## src/rtl/pli_pkg.sv

```systemverilog
// Shared types and constants of the piecewise linear interpolator.
`timescale 1ns / 1ps
`default_nettype none
package pli_pkg;

  localparam int XW          = 32;   // Q16.16 word
  localparam int PC_W        = 7;    // point count register
  localparam int IDX_IN_W    = 6;    // point_index field
  localparam int ST_W        = 2;    // status field
  localparam int IN_TDATA_W  = 72;   // 6 + 32 + 32, padded to whole bytes
  localparam int OUT_TDATA_W = 32;
  localparam int PROD_W      = 64;
  localparam int DIV_STEPS   = 64;   // one quotient bit per step
  localparam int DIVC_W      = 6;

  // status codes
  localparam logic [ST_W-1:0] ST_OK     = 2'd0;
  localparam logic [ST_W-1:0] ST_LOADED = 2'd1;
  localparam logic [ST_W-1:0] ST_SAT    = 2'd2;
  localparam logic [ST_W-1:0] ST_ZSPAN  = 2'd3;

  // table address select
  localparam logic [1:0] ADDR_IN   = 2'd0;
  localparam logic [1:0] ADDR_HI   = 2'd1;
  localparam logic [1:0] ADDR_NEXT = 2'd2;
  localparam logic [1:0] ADDR_LO   = 2'd3;

  typedef struct packed {
    logic       load_wr;
    logic       start;
    logic [1:0] addr_sel;
    logic       scan_step;
    logic       cap_lo;
    logic       cap_diff;
    logic       mul;
    logic       div_step;
    logic       res_load;
    logic       res_zspan;
    logic       res_calc;
    logic       post;
  } pli_cmd_t;

  typedef struct packed {
    logic n_is_two;
    logic x_gt;
    logic at_end;
    logic zero_span;
    logic div_last;
  } pli_sts_t;

endpackage
`default_nettype wire

```

## src/rtl/pli_ctrl.sv

```systemverilog
// Controller: sequences load, scan, divide and result hand-off.
`timescale 1ns / 1ps
`default_nettype none
module pli_ctrl (
  input  wire logic              clk,
  input  wire logic              rst_n,
  input  wire logic              in_tvalid,
  input  wire logic              in_req,
  output logic                   in_tready,
  output logic                   out_tvalid,
  input  wire logic              out_tready,
  output pli_pkg::pli_cmd_t      cmd,
  input  wire pli_pkg::pli_sts_t sts
);
  import pli_pkg::*;

  localparam logic [3:0] S_IDLE     = 4'd0;
  localparam logic [3:0] S_SCAN_RD  = 4'd1;
  localparam logic [3:0] S_SCAN_CMP = 4'd2;
  localparam logic [3:0] S_RD_LO    = 4'd3;
  localparam logic [3:0] S_RD_HI    = 4'd4;
  localparam logic [3:0] S_DIFF     = 4'd5;
  localparam logic [3:0] S_MUL      = 4'd6;
  localparam logic [3:0] S_DIV      = 4'd7;
  localparam logic [3:0] S_FIN      = 4'd8;
  localparam logic [3:0] S_POST     = 4'd9;

  logic [3:0] state_r, state_nxt;
  logic       out_valid_r, out_valid_nxt;
  logic       in_acc, out_free;

  assign in_tready  = (state_r == S_IDLE);
  assign in_acc     = in_tvalid && in_tready;
  assign out_free   = !out_valid_r || out_tready;
  assign out_tvalid = out_valid_r;

  always_comb begin
    state_nxt     = state_r;
    out_valid_nxt = out_valid_r && !out_tready;
    cmd           = '0;
    cmd.addr_sel  = ADDR_HI;
    case (state_r)
      S_IDLE: begin
        cmd.addr_sel = ADDR_IN;
        if (in_acc) begin
          if (!in_req) begin
            cmd.load_wr  = 1'b1;
            cmd.res_load = 1'b1;
            state_nxt    = S_POST;
          end else begin
            cmd.start = 1'b1;
            state_nxt = sts.n_is_two ? S_RD_LO : S_SCAN_RD;
          end
        end
      end
      S_SCAN_RD: begin
        state_nxt = S_SCAN_CMP;
      end
      S_SCAN_CMP: begin
        // next entry is read ahead while this one is compared
        cmd.addr_sel = ADDR_NEXT;
        if (sts.x_gt) begin
          state_nxt = S_RD_LO;
        end else begin
          cmd.scan_step = 1'b1;
          if (sts.at_end) begin
            state_nxt = S_RD_LO;
          end
        end
      end
      S_RD_LO: begin
        cmd.addr_sel = ADDR_LO;
        state_nxt    = S_RD_HI;
      end
      S_RD_HI: begin
        cmd.cap_lo = 1'b1;
        state_nxt  = S_DIFF;
      end
      S_DIFF: begin
        if (sts.zero_span) begin
          cmd.res_zspan = 1'b1;
          state_nxt     = S_POST;
        end else begin
          cmd.cap_diff = 1'b1;
          state_nxt    = S_MUL;
        end
      end
      S_MUL: begin
        cmd.mul   = 1'b1;
        state_nxt = S_DIV;
      end
      S_DIV: begin
        cmd.div_step = 1'b1;
        if (sts.div_last) begin
          state_nxt = S_FIN;
        end
      end
      S_FIN: begin
        cmd.res_calc = 1'b1;
        state_nxt    = S_POST;
      end
      S_POST: begin
        if (out_free) begin
          cmd.post      = 1'b1;
          out_valid_nxt = 1'b1;
          state_nxt     = S_IDLE;
        end
      end
      default: begin
        state_nxt = S_IDLE;
      end
    endcase
  end

  always_ff @(posedge clk) begin
    if (!rst_n) begin
      state_r     <= S_IDLE;
      out_valid_r <= 1'b0;
    end else begin
      state_r     <= state_nxt;
      out_valid_r <= out_valid_nxt;
    end
  end

  a_load_to_post: assert property (@(posedge clk) disable iff (!rst_n)
    (in_acc && !in_req) |=> (state_r == S_POST))
    else $error("load beat did not go straight to result hand-off");

  a_query_start: assert property (@(posedge clk) disable iff (!rst_n)
    (in_acc && in_req) |=> (state_r == S_SCAN_RD || state_r == S_RD_LO))
    else $error("query beat did not start the scan");

  a_div_end: assert property (@(posedge clk) disable iff (!rst_n)
    (state_r == S_DIV && sts.div_last) |=> (state_r == S_FIN))
    else $error("divider did not finish into result stage");

  a_result_from_post: assert property (@(posedge clk) disable iff (!rst_n)
    $rose(out_tvalid) |-> ($past(state_r) == S_POST))
    else $error("result raised outside hand-off state");

  a_post_needs_room: assert property (@(posedge clk) disable iff (!rst_n)
    (state_r == S_POST && out_valid_r && !out_tready) |=> (state_r == S_POST))
    else $error("result overwritten while previous one waits");

endmodule
`default_nettype wire

```

## config.mk

```make
export PLATFORM = sky130hd
export DESIGN_NAME = pli_ctrl
export DESIGN_NICKNAME = d
export VERILOG_FILES = /design/src/rtl/pli_pkg.sv /design/src/rtl/pli_ctrl.sv
export SDC_FILE = /design/constraint.sdc
export NUM_CORES = 1
export LEC_CHECK = 0
export BUFFER_PORTS_ARGS = -buffer_cell sky130_fd_sc_hd__buf_2
export CORE_AREA = 8 8 45 47
export DETAILED_ROUTE_END_ITERATION = 6
export DIE_AREA = 0 0 53 55
export GPL_TIMING_DRIVEN = 0
export SLEW_MARGIN = 15
export SYNTH_ARGS = -nofsm -noshare
export SYNTH_HDL_FRONTEND = slang
export SYNTH_SLANG_ARGS = --single-unit
```

## constraint.sdc

```tcl
create_clock -name clk -period 3.2 [get_ports clk]
set_input_delay 0.48 -clock clk [delete_from_list [all_inputs] [get_ports clk]]
set_output_delay 0.48 -clock clk [all_outputs]
set_load 0.03 [all_outputs]
```

==> run summary <==
* **status** complete, no violations
* **max-slew violation count** 0
* **post-placement setup slack** 1.35 ns
* **transition time at the pin with the least slew margin** 0.524 ns
* **top cell type's share of synthesized area** 0.221
* **post-synthesis instance area** 453 µm²
* **antenna-violating nets left** 0
* **number of buffers inserted by port buffering** 24
* **Fill cells** 152
* **worst-skew pair later-pin latency** 0.25 ns
* **Data arrival, critical path** 1.60 ns
* **Detailed Place HPWL** 1.02 mm
* **die area** 0.00292 mm²
* **number of nets in the finished design** 102
* **number of antenna violations at the first check in global routing** 0
* **number of hold-repair buffers added at the cts stage** 0
* **IR Drop Worst-Case VDD** 0.247 mV
* **GR met3 Demand/Resource** 0.0214
* **Synth Flop Type** sky130_fd_sc_hd__dfxtp_1
* **Clock Skews** 0.00639 ns
* **Fin Setup TNS** 0 ns
* **effective utilization at floorplan** 0.327
* **initial DRC count** 19
* **number of library cell types mapped by synthesis** 32
* **met1 GRT Util** 0.100
* **vertical die dimension** 55 µm
* **number of synthesized flops with an enable pin** 0
* **critical-path maximum fanout** 6
* **routed vias/inst** 5.10
* **hold crit path type** input pin to flip-flop
* **share of async-settable or async-resettable flops after synthesis** 0
* **routed len/inst** 12.0 µm
* **endpoints failing setup** 0
* **total number of vias** 546
* **register bit total from synthesis** 5
* **Num Clock Sinks** 5
* **kind of launch point of the worst setup path** flip-flop
* **number of max-capacitance violations reported** 0
* **main area contributors after synthesis** sky130_fd_sc_hd__dfxtp_1 (22%), sky130_fd_sc_hd__nor2_1 (5.8%), sky130_fd_sc_hd__a21oi_1 (4.4%)
* **achievable clock frequency** 480 MHz
* **CTS buffer count** 3
* **fraction of layout instances using a drive strength above 1** 0.396
* **Slew headroom** 0.647
* **sequential fraction of the synthesis area** 0.221
* **first-pass iteration count of the detailed router** 4
* **Cell Pwr Density** 691 mW/mm²
* **wire length of the first global-routing pass** 1.92 mm
* **Synth warnings** 0
* **required time of the critical path** 2.72 ns
* **Final WS setup** 1.12 ns
* **clock input transition at the sequential cells of the worst setup and hold paths** 0.05 ns
* **period utilisation layout** 0.651
* **library cell used as clock root buffer** sky130_fd_sc_hd__clkbuf_4
* **Post-Synthesis Net Count** 73
* **top cells by instance count after synthesis** sky130_fd_sc_hd__nor2_1 (7), sky130_fd_sc_hd__dfxtp_1 (5)
* **number of rows in the core area** 14
* **number of buffers inserted to repair setup after CTS** 0
* **most instantiated library cell after synthesis** sky130_fd_sc_hd__nor2_1
* **GRT Overall Usage** 0.0853
* **IO Pins** 25
* **post-route DRC violation count** 0
* **Longest Clk Path Bufs** 2
* **Avg Cell Area, Syn** 7.19 µm²
* **die width** 53 µm
* **leakage power of the design** 0.334 nW
* **post_cts resized** 0
* **GRT met2 Usage** 0.143
* **library cell with the largest summed area after synthesis** sky130_fd_sc_hd__dfxtp_1
* **via count of the first global-routing pass** 447
* **global route total overflow** 0
* **final weighted congestion in routability-driven placement** 0.743
* **final-report hold violation count** 0
* **maximum number of pins on one net before global-route repair** 11
* **cells after synthesis** 63
* **critical path class** flip-flop to output port
* **RSZ-0062 raised after global routing** false
* **Detailed Route WL** 1.29 mm
* **Area Growth Syn to Fin** 36.7%
* **critical path capture point type** output port
* **antenna cell count** 0
* **clock period minus final worst setup slack** 2.08 ns
* **clock tree from TritonCTS** built
* **busiest layer in global routing** met2
* **area inside the core boundary** 0.00138 mm²
* **register cell area after layout** 100 µm²
* **total area of multi-input combinational cells** 310 µm²
* **count of H-tree levels built during CTS** 1
==> layer usage <==
metal | wire length (µm) | share of wire | vias to the layer above
met5 | 0 | 0 | -
met4 | 20 | 0.016 | 0
met3 | 108 | 0.084 | 2
met2 | 579 | 0.45 | 15
met1 | 581 | 0.45 | 244
li1 | - | - | 285
==> worst max-delay path, cell delays in order (launching register included) <==
cell	delay, ns
sky130_fd_sc_hd__dfxtp_1	0.34
sky130_fd_sc_hd__nor4_1	0.50
sky130_fd_sc_hd__nand2_1	0.10
sky130_fd_sc_hd__nor2_1	0.12
sky130_fd_sc_hd__buf_4	0.11
sky130_fd_sc_hd__buf_2	0.18
==> cells in the final DEF, fill, tap and decap left out, types with 2 or more instances in the layout <==
cell / n
sky130_fd_sc_hd__inv_1: 4
sky130_fd_sc_hd__nand2_1: 4
sky130_fd_sc_hd__nor2b_1: 2
sky130_fd_sc_hd__nand2b_1: 3
sky130_fd_sc_hd__buf_2: 28
sky130_fd_sc_hd__dfxtp_1: 5
sky130_fd_sc_hd__a21oi_1: 4
sky130_fd_sc_hd__clkbuf_4: 3
sky130_fd_sc_hd__nor4_1: 2
sky130_fd_sc_hd__nor2_1: 7
sky130_fd_sc_hd__nor3_1: 2
sky130_fd_sc_hd__nand3_1: 2
sky130_fd_sc_hd__or3_1: 2
sky130_fd_sc_hd__nor4b_1: 2
sky130_fd_sc_hd__and3_1: 2
==> layout make-up <==
cell class,count,area share
buffer,5,0.0444
sequential,5,0.162
multi-input combinational,49,0.501
tap,16,0.0323
clock buffer,4,0.0424
inverter,4,0.0242
timing repair buffer,24,0.194
==> sequential cells by signal (all words and copies together) (netlist names) <==
signal / cells
state_r: 4
out_tvalid: 1
==> power breakdown <==
part	total [mW]	internal, mW	switching (mW)
clock	0.0736	0.0472	0.0264
sequential	0.0886	0.0757	0.0129
combinational	0.266	0.101	0.164
==> path summary, 6_finish.rpt <==
check	endpoint	from	depth (start not counted)	slack [ns]
setup / recovery	cmd[12]	state_r[1]	5	1.12
setup reg to reg	state_r[3]	state_r[3]	5	1.71
hold reg to reg	out_tvalid	out_tvalid	3	0.62
hold / removal	state_r[3]	rst_n	3	0.52
==> kinds of logic after synthesis <==
kind of cell	after synthesis	synth area share
AOI/OAI and AO/OA	13	0.199
buffers and inverters	9	0.0939
DFF	5	0.221
and+or+nand+nor	36	0.486
==> metrics by stage <==
step                      hold WS (ns)  total power, mW  instance area (µm²)  cells  utilization
final                            0.525            0.428                  619    107        0.448
after global routing             0.543            0.458                  619    107        0.448
after CTS                        0.526            0.431                  619    107        0.448
after detailed placement         0.613            0.356                  593    103        0.429
after global placement           0.630            0.357                  593    103        0.429
after floorplan                  0.590            0.293                  453     63            -
(Power assumes the default switching activity.)
